<file path="src/sv/assert_macros.svh">
// Assertion helpers used by the dequantizer core.
`ifndef ASSERT_MACROS_SVH
`define ASSERT_MACROS_SVH

// Clocked check that is switched off while reset is asserted.
`define CHK_ASSERT(lbl, clk, rst_n, prop, msg) \
  lbl: assert property (@(posedge clk) disable iff (!rst_n) prop) else $error(msg);

// Clocked check that stays active during reset.
`define CHK_ASSERT_ALWAYS(lbl, clk, prop, msg) \
  lbl: assert property (@(posedge clk) prop) else $error(msg);

`endif

</file>
<file path="src/sv/gavd_pkg.sv">
package gavd_pkg;

  // Configuration register indexes.
  localparam logic [1:0] CFG_FIELD_BITS    = 2'd0;
  localparam logic [1:0] CFG_VECTOR_LENGTH = 2'd1;
  localparam logic [1:0] CFG_GROUP_LENGTH  = 2'd2;

  // Reset values of the configuration registers.
  localparam logic [3:0]  FIELD_BITS_RST    = 4'd4;
  localparam logic [12:0] VECTOR_LENGTH_RST = 13'd128;
  localparam logic [12:0] GROUP_LENGTH_RST  = 13'd32;

  // Upper bound of the vector and group lengths.
  localparam logic [12:0] MAX_LEN = 13'd4096;

  // Floating point codes.
  localparam logic [31:0] FP_DEFAULT_NAN = 32'hFFC0_0000;
  localparam logic [31:0] FP_QUIET_BIT   = 32'h0040_0000;

  // Request into the multiply-add unit.
  typedef struct packed {
    logic        start;
    logic [7:0]  raw;
    logic [31:0] scale;
    logic [31:0] offset;
  } fp_req_t;

  // Answer from the multiply-add unit.
  typedef struct packed {
    logic        done;
    logic [31:0] value;
  } fp_rsp_t;

endpackage

</file>
<file path="src/sv/gavd_fp_mac.sv">
module gavd_fp_mac (
  input  logic              clk,
  input  logic              rst_n,
  input  gavd_pkg::fp_req_t req,
  output gavd_pkg::fp_rsp_t rsp
);

  // Round a positive integer v scaled by 2^(ebase-150) to single precision.
  function automatic logic [31:0] round_pack(input logic sgn, input logic [31:0] v,
                                             input logic [4:0] q,
                                             input logic signed [10:0] ebase);
    logic signed [10:0] be;
    logic signed [10:0] sh;
    logic [23:0] m;
    logic [24:0] m25;
    logic [31:0] mask;
    logic        rb;
    logic        st;
    logic [31:0] r;
    be = $signed({6'b0, q}) + ebase - 11'sd23;
    if (be < 11'sd1) be = 11'sd1;
    sh = be - ebase;
    if (sh <= 11'sd0) begin
      m    = 24'(v << 5'(-sh));
      rb   = 1'b0;
      st   = 1'b0;
      mask = '0;
    end else begin
      m    = 24'(v >> 5'(sh));
      rb   = v[5'(sh - 11'sd1)];
      mask = (32'd1 << 5'(sh - 11'sd1)) - 32'd1;
      st   = |(v & mask);
    end
    m25 = {1'b0, m} + 25'(rb & (st | m[0]));
    if (m25[24]) begin
      m  = m25[24:1];
      be = be + 11'sd1;
    end else begin
      m = m25[23:0];
    end
    if (be >= 11'sd255) r = {sgn, 8'hFF, 23'b0};
    else r = {sgn, (m[23] ? be[7:0] : 8'h00), m[22:0]};
    return r;
  endfunction

  // Index of the highest set bit.
  function automatic logic [4:0] msb_pos(input logic [31:0] v);
    logic [4:0] p;
    p = '0;
    for (int i = 0; i < 32; i++) begin
      if (v[i]) p = 5'(i);
    end
    return p;
  endfunction

  logic [5:0]  v_r;
  // product stages
  logic [31:0] p0_prod_r;
  logic [7:0]  p0_es_r;
  logic        p0_sgn_r;
  logic        p0_spec_r;
  logic [31:0] p0_specv_r;
  logic [31:0] p0_z_r;
  logic [4:0]  p1_q_r;
  logic [31:0] p1_prod_r;
  logic [7:0]  p1_es_r;
  logic        p1_sgn_r;
  logic        p1_spec_r;
  logic [31:0] p1_specv_r;
  logic [31:0] p1_z_r;
  logic [31:0] x2_r;
  logic [31:0] z2_r;
  // sum stages
  logic [27:0] s3_sum_r;
  logic [7:0]  s3_ea_r;
  logic        s3_sgn_r;
  logic        s3_zsgn_r;
  logic        s3_spec_r;
  logic [31:0] s3_specv_r;
  logic [4:0]  s4_q_r;
  logic        s4_zero_r;
  logic [27:0] s4_sum_r;
  logic [7:0]  s4_ea_r;
  logic        s4_sgn_r;
  logic        s4_zsgn_r;
  logic        s4_spec_r;
  logic [31:0] s4_specv_r;
  logic [31:0] res_r;

  // Operand decode of the scale.
  logic [23:0] sig_s;
  logic [7:0]  es_eff;
  logic        s_nan;
  logic        s_inf;
  always_comb begin
    sig_s  = {(req.scale[30:23] != 8'h00), req.scale[22:0]};
    es_eff = (req.scale[30:23] != 8'h00) ? req.scale[30:23] : 8'd1;
    s_nan  = (req.scale[30:23] == 8'hFF) && (req.scale[22:0] != 23'b0);
    s_inf  = (req.scale[30:23] == 8'hFF) && (req.scale[22:0] == 23'b0);
  end

  // Alignment of the addends, larger magnitude first.
  logic        xn, zn, xi, zi, swp, sub;
  logic [31:0] op_a, op_b;
  logic [23:0] sig_a, sig_b;
  logic [7:0]  ea, eb, dexp;
  logic [26:0] mb_full, mb, mb_mask;
  logic        a3_spec;
  logic [31:0] a3_specv;
  always_comb begin
    xn = (x2_r[30:23] == 8'hFF) && (x2_r[22:0] != 23'b0);
    zn = (z2_r[30:23] == 8'hFF) && (z2_r[22:0] != 23'b0);
    xi = (x2_r[30:23] == 8'hFF) && (x2_r[22:0] == 23'b0);
    zi = (z2_r[30:23] == 8'hFF) && (z2_r[22:0] == 23'b0);
    a3_spec  = xn | zn | xi | zi;
    if (xn) a3_specv = x2_r | gavd_pkg::FP_QUIET_BIT;
    else if (zn) a3_specv = z2_r | gavd_pkg::FP_QUIET_BIT;
    else if (xi && zi && (x2_r[31] != z2_r[31])) a3_specv = gavd_pkg::FP_DEFAULT_NAN;
    else if (xi) a3_specv = x2_r;
    else a3_specv = z2_r;
    swp   = (x2_r[30:0] < z2_r[30:0]);
    op_a  = swp ? z2_r : x2_r;
    op_b  = swp ? x2_r : z2_r;
    sub   = op_a[31] ^ op_b[31];
    sig_a = {(op_a[30:23] != 8'h00), op_a[22:0]};
    sig_b = {(op_b[30:23] != 8'h00), op_b[22:0]};
    ea    = (op_a[30:23] != 8'h00) ? op_a[30:23] : 8'd1;
    eb    = (op_b[30:23] != 8'h00) ? op_b[30:23] : 8'd1;
    dexp  = ea - eb;
    mb_full = {sig_b, 3'b000};
    mb_mask = '0;
    if (dexp >= 8'd27) begin
      mb = {26'b0, |sig_b};
    end else begin
      mb_mask = (27'd1 << dexp[4:0]) - 27'd1;
      mb = (mb_full >> dexp[4:0]) | {26'b0, |(mb_full & mb_mask)};
    end
  end

  // Pipeline of multiply, round, align, add and round.
  always_ff @(posedge clk) begin
    if (!rst_n) begin
      v_r <= '0;
    end else begin
      v_r <= {v_r[4:0], req.start};
    end
    // stage 0: integer product and special operands
    p0_prod_r <= 32'(req.raw) * 32'(sig_s);
    p0_es_r   <= es_eff;
    p0_sgn_r  <= req.scale[31];
    p0_z_r    <= req.offset;
    p0_spec_r <= s_nan | s_inf | (req.raw == 8'd0) | (sig_s == 24'd0);
    if (s_nan) p0_specv_r <= req.scale | gavd_pkg::FP_QUIET_BIT;
    else if (s_inf) p0_specv_r <= (req.raw == 8'd0) ? gavd_pkg::FP_DEFAULT_NAN : req.scale;
    else p0_specv_r <= {req.scale[31], 31'b0};
    // stage 1: leading one of the product
    p1_q_r     <= msb_pos(p0_prod_r);
    p1_prod_r  <= p0_prod_r;
    p1_es_r    <= p0_es_r;
    p1_sgn_r   <= p0_sgn_r;
    p1_spec_r  <= p0_spec_r;
    p1_specv_r <= p0_specv_r;
    p1_z_r     <= p0_z_r;
    // stage 2: product rounded to single precision
    x2_r <= p1_spec_r ? p1_specv_r
                      : round_pack(p1_sgn_r, p1_prod_r, p1_q_r, $signed({3'b0, p1_es_r}));
    z2_r <= p1_z_r;
    // stage 3: aligned add or subtract
    s3_sum_r   <= sub ? ({1'b0, sig_a, 3'b000} - {1'b0, mb})
                      : ({1'b0, sig_a, 3'b000} + {1'b0, mb});
    s3_ea_r    <= ea;
    s3_sgn_r   <= op_a[31];
    s3_zsgn_r  <= op_a[31] & op_b[31];
    s3_spec_r  <= a3_spec;
    s3_specv_r <= a3_specv;
    // stage 4: leading one of the sum
    s4_q_r     <= msb_pos({4'b0, s3_sum_r});
    s4_zero_r  <= (s3_sum_r == 28'd0);
    s4_sum_r   <= s3_sum_r;
    s4_ea_r    <= s3_ea_r;
    s4_sgn_r   <= s3_sgn_r;
    s4_zsgn_r  <= s3_zsgn_r;
    s4_spec_r  <= s3_spec_r;
    s4_specv_r <= s3_specv_r;
    // stage 5: sum rounded to nearest even
    if (s4_spec_r) res_r <= s4_specv_r;
    else if (s4_zero_r) res_r <= {s4_zsgn_r, 31'b0};
    else res_r <= round_pack(s4_sgn_r, {4'b0, s4_sum_r}, s4_q_r,
                             $signed({3'b0, s4_ea_r}) - 11'sd3);
  end

  assign rsp.done  = v_r[5];
  assign rsp.value = res_r;

endmodule

</file>
<file path="config.mk">
export PLATFORM = sky130hd
export DESIGN_NAME = gavd_fp_mac
export DESIGN_NICKNAME = d
export VERILOG_FILES = /design/src/sv/assert_macros.svh /design/src/sv/gavd_pkg.sv /design/src/sv/gavd_fp_mac.sv
export SDC_FILE = /design/constraint.sdc
export NUM_CORES = 2
export LEC_CHECK = 0
export BUFFER_PORTS_ARGS = -buffer_cell sky130_fd_sc_hd__buf_2
export CELL_PAD_IN_SITES_DETAIL_PLACEMENT = 1
export CELL_PAD_IN_SITES_GLOBAL_PLACEMENT = 1
export CORE_ASPECT_RATIO = 0.8
export CORE_UTILIZATION = 49
export CTS_BUF_LIST = sky130_fd_sc_hd__clkbuf_4 sky130_fd_sc_hd__clkbuf_8 sky130_fd_sc_hd__clkbuf_16
export DETAILED_ROUTE_END_ITERATION = 8
export PLACE_DENSITY = 0.81
export SETUP_SLACK_MARGIN = 0.4
export SYNTH_ARGS = -nofsm -noshare
export SYNTH_HDL_FRONTEND = slang
export SYNTH_SLANG_ARGS = --single-unit
</file>
<file path="constraint.sdc">
create_clock -name clk -period 14.4 [get_ports clk]
set_clock_uncertainty 0.15 [all_clocks]
set_input_delay 1.44 -clock clk [delete_from_list [all_inputs] [get_ports clk]]
set_output_delay 1.44 -clock clk [all_outputs]
set_load 0.02 [all_outputs]
</file>
# Word-level counts from Yosys, hierarchy flattened
# Cells that the tools add are included.
[totals]
regBits = 467
latchBits = 0
ram_bits = 0
mem_bits_ro = 0
in_bits = 75
elab_cells = 238
mem_count = 0
[op_classes]
addsub = 21
multipliers = 1
n_div = 0
n_lt_le_gt_ge = 10
eq_ne = 4
shifts = 8
n_mux = 106
n_bitwise = 16
reduce_logical = 32
[ops]
columns = ["cell", "n"]
rows = [
  ["32-bit 2-to-1 mux", 12],
  ["24-bit 2-to-1 mux", 8],
  ["5-bit 2-to-1 mux", 28],
  ["11-bit 2-to-1 mux", 8],
  ["23-bit zero test", 3],
  ["23-bit nonzero test", 3],
  ["4-bit 2-to-1 mux", 16],
  ["32-bit OR reduction", 2],
  ["1-bit by 5-bit left shift with 32-bit output (first input constant)", 2],
  ["32-bit by 1-bit subtractor with 32-bit output (second input constant)", 2],
  ["31-bit 2-to-1 mux", 2],
  ["24-bit by 1-bit adder with 25-bit output", 2],
  ["28-bit by 32-bit bitwise AND with 32-bit output", 1],
  ["32-bit bitwise AND", 1],
  ["8-bit by 24-bit multiplier with 32-bit output", 1],
  ["8-bit 2-to-1 mux", 4],
  ["32-bit by 5-bit left shift with 24-bit output", 1],
  ["32-bit by 5-bit right shift with 24-bit output", 1],
  ["31-bit < comparator", 1],
  ["27-bit by 27-bit adder with 28-bit output", 1],
  ["28-bit zero test", 1],
  ["28-bit 2-to-1 mux", 1],
  ["28-bit by 5-bit left shift with 24-bit output", 1],
  ["28-bit by 5-bit right shift with 24-bit output", 1],
  ["other kinds (44)", 95],
]

# Logic depth before layout (Yosys ltp)
[depth]
word_depth = 30
depth_mapped = 50

# Worst setup path before layout
# OpenSTA, ideal clock, no wires.
[synth_path]
kind = "register to register"
startpoint = "reg p1_es_r[1]"
endpoint = "reg x2_r[30]"
setup_ps = 119
arrival_time_ps = 10013
required_time_ps = 14131
path_slack_ps = 4118
stages_incl_launch_ff = 47
path_buffers = 8
synth_period_minus_slack_ps = 10282
cell_sequence = "dfxtp_1 ha_1 ha_1 fa_1 a21oi_1 nor2_1 nor2_1 o21bai_1 a21oi_1 xnor2_1 nand2_1 nor4b_1 ha_1 buf_1 nor2b_1 ha_1 fa_1 nor2b_1 [... 11 more ...] clkbuf_1 clkbuf_1 nand3_1 o21ai_0 ha_1 nor4b_1 nand3_1 nor3_1 and3_1 mux2i_2 or3_1 buf_4 or4_4 nor4_4 mux2_1 nor3_2 buf_2 a21oi_1"
[synth_via]
elab_chain_len = 18
[synth_rtl]
columns = ["element", "line_no", "source"]
rows = [
  ["start: declaration", "gavd_fp_mac.sv:66", "logic [7:0] p1_es_r;"],
  ["start signal: assignment", "gavd_fp_mac.sv:159", "p1_es_r <= p0_es_r;"],
  ["5-bit by 8-bit adder with 9-bit output", "gavd_fp_mac.sv:20", "be = $signed({6'b0, q}) + ebase - 11'sd23;"],
  ["9-bit by 5-bit subtractor with 10-bit output", "gavd_fp_mac.sv:20", ""],
  ["10-bit by 2-bit < comparator with 1-bit output", "gavd_fp_mac.sv:21", "if (be < 11'sd1) be = 11'sd1;"],
  ["11-bit 2-to-1 mux", "gavd_fp_mac.sv:21", ""],
  ["11-bit by 9-bit subtractor with 11-bit output", "gavd_fp_mac.sv:22", "sh = be - ebase;"],
  ["5-bit by 2-bit subtractor with 5-bit output", "gavd_fp_mac.sv:30, gavd_fp_mac.sv:31", ""],
  ["1-bit by 5-bit left shift with 32-bit output", "gavd_fp_mac.sv:31", "mask = (32'd1 << 5'(sh - 11'sd1)) - 32'd1;"],
  ["32-bit by 1-bit subtractor with 32-bit output", "gavd_fp_mac.sv:31", ""],
  ["[... 2 more ...]", "--", ""],
  ["1-bit 2-to-1 mux", "gavd_fp_mac.sv:23", "if (sh <= 11'sd0) begin"],
  ["1-bit OR", "gavd_fp_mac.sv:34", "m25 = {1'b0, m} + 25'(rb & (st | m[0]));"],
  ["1-bit bitwise AND", "gavd_fp_mac.sv:34", ""],
  ["24-bit by 1-bit adder with 25-bit output", "gavd_fp_mac.sv:34", ""],
  ["11-bit 2-to-1 mux / 24-bit 2-to-1 mux (equally long branches)", "gavd_fp_mac.sv:35", "if (m25[24]) begin"],
  ["11-bit by 9-bit greater-or-equal comparator with 1-bit output / 8-bit 2-to-1 mux (equally long branches)", "gavd_fp_mac.sv:41, gavd_fp_mac.sv:42", ""],
  ["31-bit 2-to-1 mux (*)", "gavd_fp_mac.sv:41", "if (be >= 11'sd255) r = {sgn, 8'hFF, 23'b0};"],
  ["32-bit 2-to-1 mux (*)", "gavd_fp_mac.sv:165", "x2_r <= p1_spec_r ? p1_specv_r"],
  ["end signal: assignment", "gavd_fp_mac.sv:165", ""],
  ["end: declaration", "gavd_fp_mac.sv:71", "logic [31:0] x2_r;"],
]
# Every way passes the cells marked *; elsewhere a longest branch is shown, timed or not. The select of a mux whose other input is x is not followed.
# A chain may end at the register's enable or synchronous reset.

# Worst setup path in the final report
[layout_path]
startpoint = "reg p1_es_r[1]"
endpoint = "reg x2_r[3]"
[layout_via]
elab_chain_len = 18
[layout_rtl]
columns = ["element", "line_no"]
rows = [
  ["5-bit by 8-bit adder with 9-bit output", "gavd_fp_mac.sv:20"],
  ["9-bit by 5-bit subtractor with 10-bit output", "gavd_fp_mac.sv:20"],
  ["10-bit by 2-bit < comparator with 1-bit output", "gavd_fp_mac.sv:21"],
  ["11-bit 2-to-1 mux", "gavd_fp_mac.sv:21"],
  ["11-bit by 9-bit subtractor with 11-bit output", "gavd_fp_mac.sv:22"],
  ["5-bit by 2-bit subtractor with 5-bit output", "gavd_fp_mac.sv:30, gavd_fp_mac.sv:31"],
  ["1-bit by 5-bit left shift with 32-bit output", "gavd_fp_mac.sv:31"],
  ["32-bit by 1-bit subtractor with 32-bit output", "gavd_fp_mac.sv:31"],
  ["[... 2 more ...]", "--"],
  ["1-bit 2-to-1 mux", "gavd_fp_mac.sv:23"],
  ["1-bit OR", "gavd_fp_mac.sv:34"],
  ["1-bit bitwise AND", "gavd_fp_mac.sv:34"],
  ["24-bit by 1-bit adder with 25-bit output", "gavd_fp_mac.sv:34"],
  ["11-bit 2-to-1 mux", "gavd_fp_mac.sv:35"],
  ["11-bit by 9-bit greater-or-equal comparator with 1-bit output", "gavd_fp_mac.sv:41"],
  ["31-bit 2-to-1 mux (*)", "gavd_fp_mac.sv:41"],
  ["32-bit 2-to-1 mux (*)", "gavd_fp_mac.sv:165"],
]
# Marked as above.

==> metrics.md <==
| Metric | Value |
|---|---|
| Final setup TNS | 0 ps |
| Clock latency at the later pin of the worst-skew pair | 630 ps |
| Status | finished clean |
| CP required | 14780 ps |
| Initial DRT Pass Iterations | 9 |
| Number of library cell types mapped by synthesis | 110 |
| Worst-path clk slew | 80 ps |
| Max-slew violation count | 0 |
| Post-Syn Area per Cell | 8.37 µm² |
| Max Fclk | 0.0835 GHz |
| Worst hold path class | register to register |
| Delay-heaviest family, CP | simple AND/OR/NAND/NOR gates |
| Filler cells | 8632 |
| Routability Congestion | 1.00 |
| CP Data Arrival Time | 12360 ps |
| Final setup fails | 0 |
| First-pass GRT wire length | 204000 µm |
| Crit start category | register |
| Synth-to-Final Area Change | 8.06% |
| Post_cts resized | 0 |
| Slowest CP cell | nor3_4 |
| Post-Synthesis Cells | 4275 |
| Die height | 244 µm |
| Post-synth EDFFs | 0 |
| Max-capacitance violation count | 0 |
| Async SR Flop Fraction | 0 |
| Routed WL per cell | 25.6 µm |
| Register area share after synthesis | 0.261 |
| Worst R2R Path Depth | 38 |
| Initial antenna violation count | 5 |
| Die Span X | 304 µm |
| RSZ-0062 raised after global routing | no |
| Crit path time final | 11980 ps |
| Layout Nets | 4662 |
| Total core area | 0.0722 mm² |
| Relative slew slack | 0.0954 |
| Crit path max fanout | 43 |
| DRC | 0 |
| Inserted Clock Buffers | 46 |
| Vias per cell | 6.38 |
| Starting Density | 0.496 |
| Floorplan row count | 88 |
| Gr ovfl total | 0 |
| Number of global-route vias before repair | 33400 |
| Largest net degree at the start of global routing | 66 |
| Hold path cells | 0 |
| Least-Margin Pin Slew | 1350 ps |
| Layout cells sized above 1 | 0.108 |
| Vias | 33400 |
| Die Area | 0.0741 mm² |
| Setup CP Type | register to register |
| Port-buffer cells | 107 |
| GR Util All Layers | 0.352 |
| Syn. warnings | 0 |
| ANT nets after route | 0 |
| Clock root cell | clkbuf_16 |
| # clock sinks | 467 |
| FF+latch count, synth | 467 |
| Crit end category | register |
| Final worst path period share | 0.832 |
| Most used cell, CP | ha_1 |
| Hold-fix buffers, CTS | 0 |
| Initial DRC Count | 4049 |
| Post-CTS setup buffers | 0 |
| Drt total wl | 134000 µm |
| Top Ports | 108 |
| Critical path depth | 38 |
| CP max stage delay | 1020 ps |
| Mapped cell area | 0.0358 mm² |
| Fin. Hold Viols | 0 |
| Worst path bufs/invs | 2 |
| Top FF cell, synth | dfxtp_1 |
| H-tree depth | 2 |
| Post-Syn Nets | 4689 |
| Clk buf depth | 3 |
| DP HPWL | 99700 µm |
| CTS tree | built |
metrics by stage:
step / instances / utilization / setup WS (ps) / area (µm²) / hold slack [ps]
after CTS: 5227 / 0.535 / 2590 / 38700 / 165
after floorplan: 4275 / - / 4120 / 35800 / 160
after detailed placement: 5145 / 0.512 / 2710 / 37000 / 163
after global routing: 5227 / 0.535 / 1590 / 38700 / 164
after global placement: 5145 / 0.512 / 3330 / 37000 / 160
final: 5231 / 0.536 / 2420 / 38700 / 165
registers in the layout (all words and copies together), names as in the netlist, 5 cells and up:
name and flops:
p0_es_r 8, p0_prod_r 32, p0_specv_r 32, p0_z_r 32, p1_es_r 8, p1_prod_r 32, p1_q_r 5, p1_specv_r 32
p1_z_r 32, res_r 32, s3_ea_r 8, s3_specv_r 32, s3_sum_r 28, s4_ea_r 8, s4_q_r 5, s4_specv_r 32
s4_sum_r 28, v_r 6, x2_r 32, z2_r 32
synth_stat cells, types with 28 or more instances:
master,count,share of area
a31oi_1,51,0.0089
nand2_1,511,0.054
xor2_1,52,0.013
and3_1,37,0.0065
nor4_1,46,0.0080
o211ai_1,35,0.0073
a21o_1,29,0.0061
nand2b_1,37,0.0065
a21oi_1,291,0.041
mux4_2,66,0.042
nor2b_1,50,0.0087
and2_1,129,0.023
o31ai_1,29,0.0061
ha_1,201,0.070
clkbuf_1,156,0.016
nand4_1,35,0.0061
o21bai_1,32,0.0067
nand3_1,91,0.013
o21a_1,28,0.0059
fa_1,138,0.077
nor3_1,108,0.015
a211oi_1,40,0.0084
a22o_1,35,0.0086
inv_1,283,0.030
xnor2_1,122,0.030
buf_2,34,0.0048
nor2_1,332,0.035
o21ai_0,191,0.027
mux2i_1,172,0.048
dfxtp_1,467,0.26
mux2_2,74,0.023
cell families (layout without fill, tap and decap cells):
group,count (synthesis),in the layout,share of synthesized area
other cells,0,4,0
fa+ha+maj,339,339,0.147
compound gates,951,951,0.171
flops,467,467,0.261
mux,316,316,0.115
xor+xnor,178,178,0.0451
simple gates,1499,1499,0.201
buf+inv,525,532,0.0599
routing by layer:
metal,part of all wire,wire length (µm),up-vias,GRT usage
li1,-,-,15000,-
met1,0.45,59600,16500,0.511
met2,0.42,56300,1647,0.518
met3,0.11,14500,260,0.0859
met4,0.024,3220,2,0.0890
met5,0.00015,20,-,0
path summary, 6_finish.rpt:
path / start / to / slack, ps
setup reg to reg: p1_es_r[1] / x2_r[3] / 2420
hold reg to reg: p0_specv_r[14] / p1_specv_r[14] / 160
setup / recovery: p1_es_r[1] / x2_r[3] / 2420
hold / removal: p0_specv_r[14] / p1_specv_r[14] / 160
layout make-up:
cell class	count	area (µm²)	share of cell area
antenna	4	10.0	0.000259
tap	945	1180	0.0306
timing repair buffer	162	948	0.0245
sequential	467	9350	0.242
clock inverter	23	362	0.00935
inverter	288	1080	0.0279
clock buffer	59	1300	0.0337
multi-input combinational	3283	24400	0.632
cells in the final DEF (no fill, tap or decap), types with 113 or more instances in the layout:
| cell type | count |
|---|---|
| dfxtp_1 | 467 |
| inv_1 | 283 |
| nor2_1 | 330 |
| ha_1 | 198 |
| mux2i_1 | 172 |
| nand2_1 | 511 |
| a21oi_1 | 290 |
| fa_1 | 138 |
| xnor2_1 | 113 |
| o21ai_0 | 190 |
| and2_1 | 129 |
Power is left out: the tool's default activity adds up to more than one toggle a clock period on the data nets, which glitch-free logic cannot reach.
